<file path="config.mk">
export PLATFORM = sky130hd
export DESIGN_NAME = fbc_ram
export DESIGN_NICKNAME = d
export VERILOG_FILES = /design/src/rtl/frustum_box_cull_top_macros.svh /design/src/rtl/fbc_ram.sv
export SDC_FILE = /design/constraint.sdc
export NUM_CORES = 1
export LEC_CHECK = 0
export ABC_AREA = 1
export CORE_ASPECT_RATIO = 0.8
export CORE_MARGIN = 4
export CORE_UTILIZATION = 45
export DETAILED_ROUTE_END_ITERATION = 8
export DONT_BUFFER_PORTS = 1
export HOLD_SLACK_MARGIN = 0.05
export PLACE_DENSITY_LB_ADDON = 0.12
export SYNTH_ARGS = -nofsm -noshare
export SYNTH_HDL_FRONTEND = slang
export SYNTH_SLANG_ARGS = --single-unit
</file>
<file path="constraint.sdc">
create_clock -name i_clk -period 3 [get_ports i_clk]
set_input_delay 0.3 -clock i_clk [delete_from_list [all_inputs] [get_ports i_clk]]
set_output_delay 0.3 -clock i_clk [all_outputs]
set_load 0.03 [all_outputs]
</file>
<file path="src/rtl/frustum_box_cull_top_macros.svh">
// ----------------------------------------------------------------------------
// frustum_box_cull_top_macros.svh
// Assertion macros for the frustum box cull block; empty when synthesised.
// ----------------------------------------------------------------------------
`ifndef FRUSTUM_BOX_CULL_TOP_MACROS_SVH
`define FRUSTUM_BOX_CULL_TOP_MACROS_SVH

`ifndef SYNTHESIS

`define FBC_ASSERT(lbl, clk, rstn, prop, msg) \
    lbl: assert property (@(posedge clk) disable iff (!rstn) prop) else $error(msg);

`define FBC_NEVER(lbl, clk, rstn, expr, msg) \
    `FBC_ASSERT(lbl, clk, rstn, !(expr), msg)

`else

`define FBC_ASSERT(lbl, clk, rstn, prop, msg)

`define FBC_NEVER(lbl, clk, rstn, expr, msg)

`endif

`endif

</file>
<file path="src/rtl/fbc_ram.sv">
// ----------------------------------------------------------------------------
// fbc_ram
// Simple dual-port RAM: one write port, one read port with registered data.
// ----------------------------------------------------------------------------
module fbc_ram #(
    parameter int WIDTH = 32,
    parameter int DEPTH = 8
) (
    input  logic                     i_clk,
    input  logic                     i_we,
    input  logic [$clog2(DEPTH)-1:0] i_waddr,
    input  logic [WIDTH-1:0]         i_wdata,
    input  logic                     i_re,
    input  logic [$clog2(DEPTH)-1:0] i_raddr,
    output logic [WIDTH-1:0]         o_rdata
);

    logic [WIDTH-1:0] r_mem [DEPTH];
    logic [WIDTH-1:0] r_rdata;

    always_ff @(posedge i_clk) begin
        if (i_we) begin
            r_mem[i_waddr] <= i_wdata;
        end
        if (i_re) begin
            r_rdata <= r_mem[i_raddr];
        end
    end

    assign o_rdata = r_rdata;

endmodule

</file>
==> results.cfg, run 1 <==
[floorplanning]
die_h_um = 155
floorplan.die_area_sq_um = 29800
floorplan.core_area_sq_um = 26500
floorplan.initialDensity_pct = 46.1
die_w_um = 192
io-pin-count = 73
row_count = 53

[clock_tree]
clkLatencyLatePin_ns = 0.54
cts_buffers = 30
cts_tree = built
post-cts-setup-buffer-count = 0
clock_tree.root_cell = sky130_fd_sc_hd__clkbuf_16
htree_levels = 1
clock_sinks = 288
max-clock-path-buffers = 3
clk_transition_reported_paths_ns = 0.06

[sta]
finalCritPeriodShare_pct = 46.7
setup_tns_ns = 0
rsz0062_at_grt = false
timing.final.setup_violations = 0
worst-slew-pin-transition_ns = 0.748
holdWs_ns = 0.0929
finalWorstSetupSlack_ns = 1.60
worst_clock_skew_ns = 0.00677
finalWorstPathRequiredPeriod_ns = 1.40
report.final.slew_viol_count = 0
timing.slew.headroom_pct = 50.1
achievable-frequency_mhz = 713
hold_viol_final = 0

[detailed_routing]
totalWireLength_um = 26200
drtPass1Iterations = 4
drc_errors = 0
wire_per_inst_um = 16.7
vias_per_cell = 4.66
first_iter_violations = 446
drtAntennaViolNets = 0
num_vias = 7311

[critical_path]
timing.critical_path.required_ns = 2.70
setup.worst_path.class = reg2out
timing.critical_path.to_type = primary output
timing.critical_path.from_type = flip-flop
arrival_ns = 1.10
critical_path.max_fanout = 1

[synthesis]
synth_area_leader_cell = sky130_fd_sc_hd__edfxtp_1
synthesis.instances = 1156
synthesis.nets = 1197
synth_top_cells_by_count = 422 x sky130_fd_sc_hd__nand2_1, 288 x sky130_fd_sc_hd__edfxtp_1, 260 x sky130_fd_sc_hd__inv_1
synth_warnings = 0
ys_ff_latch = 288
synth-edff-count = 288
async_flop_share_pct = 0
synth_ff_type = sky130_fd_sc_hd__edfxtp_1
synth_cell_type_count = 11
synthTopCellsByArea = sky130_fd_sc_hd__edfxtp_1 71%, sky130_fd_sc_hd__nand2_1 13%, sky130_fd_sc_hd__inv_1 8.0%
synth-seq-area-share_pct = 70.9
syn-cell-area_sq_um = 12200
synth.most_common_cell = sky130_fd_sc_hd__nand2_1
synth_area_per_cell_sq_um = 10.5
yosys.area.top_type_share_pct = 70.9

[pwr]
vdd_ir_drop_max_mv = 0.429
pwr-share-comb_pct = 5.4
design_power_total_w = 0.00889
internal_power_w = 0.00697
clock_power_share_pct = 41.7
static-leakage-power_nw = 6.16
p_sw_share_pct = 21.6
switchingPower_w = 0.00192
power_density_nw_per_um2 = 639
sequentialPowerShare_pct = 53.0

[global_routing]
global_route.overflow_total = 0
groute.usage.overall_pct = 17.7
grt_start_max_net_pins = 130
grt_antenna_before_repair = 3
grt_pass1_vias = 7006
grt_first_pass_wirelength_um = 40800

[finish]
area_delta_synth_final_pct = 14.0
post_route_cells_drive_above_1_share_pct = 5.62
fin_nets = 1229
post-route-cell-area_sq_um = 13900

[place]
place_ws_ns = 1.28
post_dp_cell_area_sq_um = 12500
port-buffer-count = 0
gp_congestion = 0.724
dp.final_hpwl_um = 13100

[run_status]
result_of_the_run = completed

[hold_path]
min_path_type = in2reg

[run]
cap_viol_max_count = 0
[cell usage in the layout (no fill, tap or decap)]
master,instances
sky130_fd_sc_hd__diode_2,2
sky130_fd_sc_hd__clkinv_1,9
sky130_fd_sc_hd__buf_4,10
sky130_fd_sc_hd__clkbuf_1,4
sky130_fd_sc_hd__clkinv_2,7
sky130_fd_sc_hd__inv_2,1
sky130_fd_sc_hd__buf_16,1
sky130_fd_sc_hd__dlygate4sd3_1,32
sky130_fd_sc_hd__nor2_4,8
sky130_fd_sc_hd__buf_12,5
sky130_fd_sc_hd__nand3_1,128
sky130_fd_sc_hd__clkinv_4,1
sky130_fd_sc_hd__inv_1,260
sky130_fd_sc_hd__edfxtp_1,288
sky130_fd_sc_hd__nand2_1,422
sky130_fd_sc_hd__clkbuf_16,31
sky130_fd_sc_hd__bufinv_16,4
[per-stage QoR]
stage,utilization [%],cells
after detailed placement,47.4,1479
after global placement,47.4,1479
final,52.6,1570
after CTS,52.5,1568
after floorplan,-,1156
after global routing,52.6,1570
[metal layers]
layer | vias to the layer above | wire length [um] | global-route usage [%]
met2 | 154 | 11800 | 27.9
met3 | 41 | 1280 | 3.41
li1 | 3694 | - | -
met4 | 2 | 490 | 3.60
met5 | - | 15 | 0
met1 | 3420 | 12600 | 26.1
[final cells by class]
cell class	count	area [sq um]
Fill cell	2290	12600
Sequential cell	288	8650
Multi-Input combinational cell	558	2310
Inverter	262	985
Clock buffer	35	791
Timing Repair Buffer	48	523
Tap cell	357	447
Clock inverter	20	193
Antenna cell	2	5.00
[final timing paths]
kind | from | to | slack, ns | cells past startpoint
setup / recovery | o_rdata[13] | o_rdata[13] | 1.60 | 0
hold / removal | i_raddr[1] | o_rdata[2] | 0.09 | 4
setup reg to reg | r_mem[4][5] | o_rdata[5] | 1.96 | 6
hold reg to reg | r_mem[0][25] | o_rdata[25] | 0.70 | 6
[timing repair]
item,CTS,global route
resized for setup,0,0
setup endpoints to repair,0,0
hold buffers,34,0
hold endpoints to repair,320,0
[flip-flops by register name, summed over array words and instances, names as in the netlist]
| signal | cells |
|---|---|
| o_rdata | 32 |
| r_mem | 256 |
[power groups by stage]
stage	sequential, W	combinational (W)	clock, W
finish	0.00471	0.000476	0.00370
global route	0.00472	0.000548	0.00396
CTS	0.00471	0.000484	0.00380
detailed placement	0.00480	0.000374	0
global placement	0.00480	0.000370	0
floorplan	0.00479	0.000324	0
[kinds of logic after synthesis]
| group | Yosys count | share of synthesized area [%] |
|---|---|---|
| buf+inv | 310 | 10.6 |
| flops | 288 | 70.9 |
| simple gates | 558 | 18.5 |
Power figures use the tool's default switching activity.
==> inputs of run 2 (changes only) <==
==> constraint.sdc (replaced) <==
create_clock -name i_clk -period 1.1 [get_ports i_clk]
set_input_delay 0.11 -clock i_clk [delete_from_list [all_inputs] [get_ports i_clk]]
set_output_delay 0.11 -clock i_clk [all_outputs]
set_load 0.03 [all_outputs]
==> results.cfg, run 2 (synthesized netlist as in run 1, its figures left out) <==
[run_status]
result_of_the_run = complete, but fails checks
violations = hold timing, setup timing

[critical_path]
timing.critical_path.required_ns = 0.99
worst-r2r-cell-count = 6
worst-path-stages = 0
arrival_ns = 1.12
critical_path.max_fanout = 1
timing.critical_path.from_type = flip-flop
timing.critical_path.to_type = primary output
setup.worst_path.class = reg2out

[sta]
worst-slew-pin-transition_ns = 0.393
finalWorstSetupSlack_ns = -0.131
timing.final.setup_violations = 45
hold_viol_final = 31
timing.slew.headroom_pct = 73.9
report.final.slew_viol_count = 0
holdWs_ns = -0.104
achievable-frequency_mhz = 813
finalCritPeriodShare_pct = 112
rsz0062_at_grt = true
worst_clock_skew_ns = 0.00573
finalWorstPathRequiredPeriod_ns = 1.23

[floorplanning]
die_h_um = 155
io-pin-count = 73
floorplan.die_area_sq_um = 29800
row_count = 53
die_w_um = 192
floorplan.core_area_sq_um = 26500
floorplan.initialDensity_pct = 46.1

[finish]
mostFrequentLayoutCell = sky130_fd_sc_hd__nand2_1
final_cells = 1591
multi_input_comb_area_sq_um = 2390
top_register = r_mem
area_delta_synth_final_pct = 17.1
post_route_cells_drive_above_1_share_pct = 6.90
post-route-cell-area_sq_um = 14300
fin_nets = 1251
fillCellCount = 2334
regArea_sq_um = 8650
largest_register_ffs = 256
mostFrequentLayoutCells = 416 x sky130_fd_sc_hd__nand2_1, 288 x sky130_fd_sc_hd__edfxtp_1, 257 x sky130_fd_sc_hd__inv_1

[clock_tree]
htree_levels = 1
clkLatencyLatePin_ns = 0.54
cts_buffers = 29
clock_tree.root_cell = sky130_fd_sc_hd__clkbuf_16
max-clock-path-buffers = 3
clk_transition_reported_paths_ns = 0.07
cts_tree = built
clock_sinks = 288
postCtsResizedCells = 0
post-cts-setup-buffer-count = 0

[global_routing]
grt_start_max_net_pins = 130
global_route.overflow_total = 0
grt_antenna_before_repair = 1
grt_pass1_vias = 7081
groute.usage.overall_pct = 17.5
grt_first_pass_wirelength_um = 40500

[place]
dp_cells = 1492
place_ws_ns = 0.000689
port-buffer-count = 0
gp_congestion = 0.734
post_dp_cell_area_sq_um = 12900
dp.final_hpwl_um = 13600

[detailed_routing]
first_iter_violations = 431
vias_per_cell = 4.60
drtAntennaViolNets = 0
num_vias = 7324
wire_per_inst_um = 16.3
totalWireLength_um = 26000
drc_errors = 0
drtPass1Iterations = 4

[run]
cap_viol_max_count = 0

[pwr]
internal_power_w = 0.0184
switchingPower_w = 0.00511
p_sw_share_pct = 21.8
vdd_ir_drop_max_mv = 1.17
clock_power_share_pct = 39.2
sequentialPowerShare_pct = 54.7
pwr-share-comb_pct = 6.1
design_power_total_w = 0.0235
static-leakage-power_nw = 6.28
power_density_nw_per_um2 = 1650

[hold_path]
min_delay_path_depth = 4
min_path_type = in2reg
-- run 2: worst paths after layout --
path | slack, ns | from | to
worst max-delay path | -0.13 | o_rdata[17] | o_rdata[17]
worst min-delay path | -0.10 | i_raddr[1] | o_rdata[7]
worst max register to register | 0.10 | r_mem[7][1] | o_rdata[1]
worst min register to register | 0.70 | r_mem[0][12] | o_rdata[12]
-- run 2: layer usage --
metal	wire length [um]	part of all wire (%)	track usage [%]
met1	11900	46	24.4
met2	12200	47	29.1
met3	1400	5.4	3.36
met4	465	1.8	3.26
met5	0	0	0
-- run 2: power groups by stage --
stage / sequential, W / combinational, W / clock (W)
floorplan: 0.0130 / 0.000937 / 0
global placement: 0.0131 / 0.00111 / 0
detailed placement: 0.0131 / 0.00112 / 0
CTS: 0.0128 / 0.00145 / 0.00945
global route: 0.0129 / 0.00163 / 0.00992
finish: 0.0128 / 0.00143 / 0.00922
-- run 2: through the flow --
stage	setup TNS, ns	utilization (%)
4_1_cts	-3.71	53.8
5_1_grt	-3.99	53.9
2_1_floorplan	-3.17	-
3_5_place_dp	0	48.8
3_3_place_gp	0	48.8
6_report	-2.72	54.0
-- run 2: final cells by class --
class                   instances  area share, %
flip-flops and latches        288           60.6
multi-input cells             558           16.7
inverters                     262           7.24
repair buffers                 71           6.12
clock buffers                  39           5.35
well taps                     357           3.13
clock inverters                14          0.806
diodes                          2         0.0351
-- run 2: timing repair --
item                                    4_1_cts  5_1_grt
endpoints found under the setup margin       32      113
pin swaps                                     0        1
hold endpoints to repair                    513       79
hold buffers                                 43        1
cloned                                        0        1
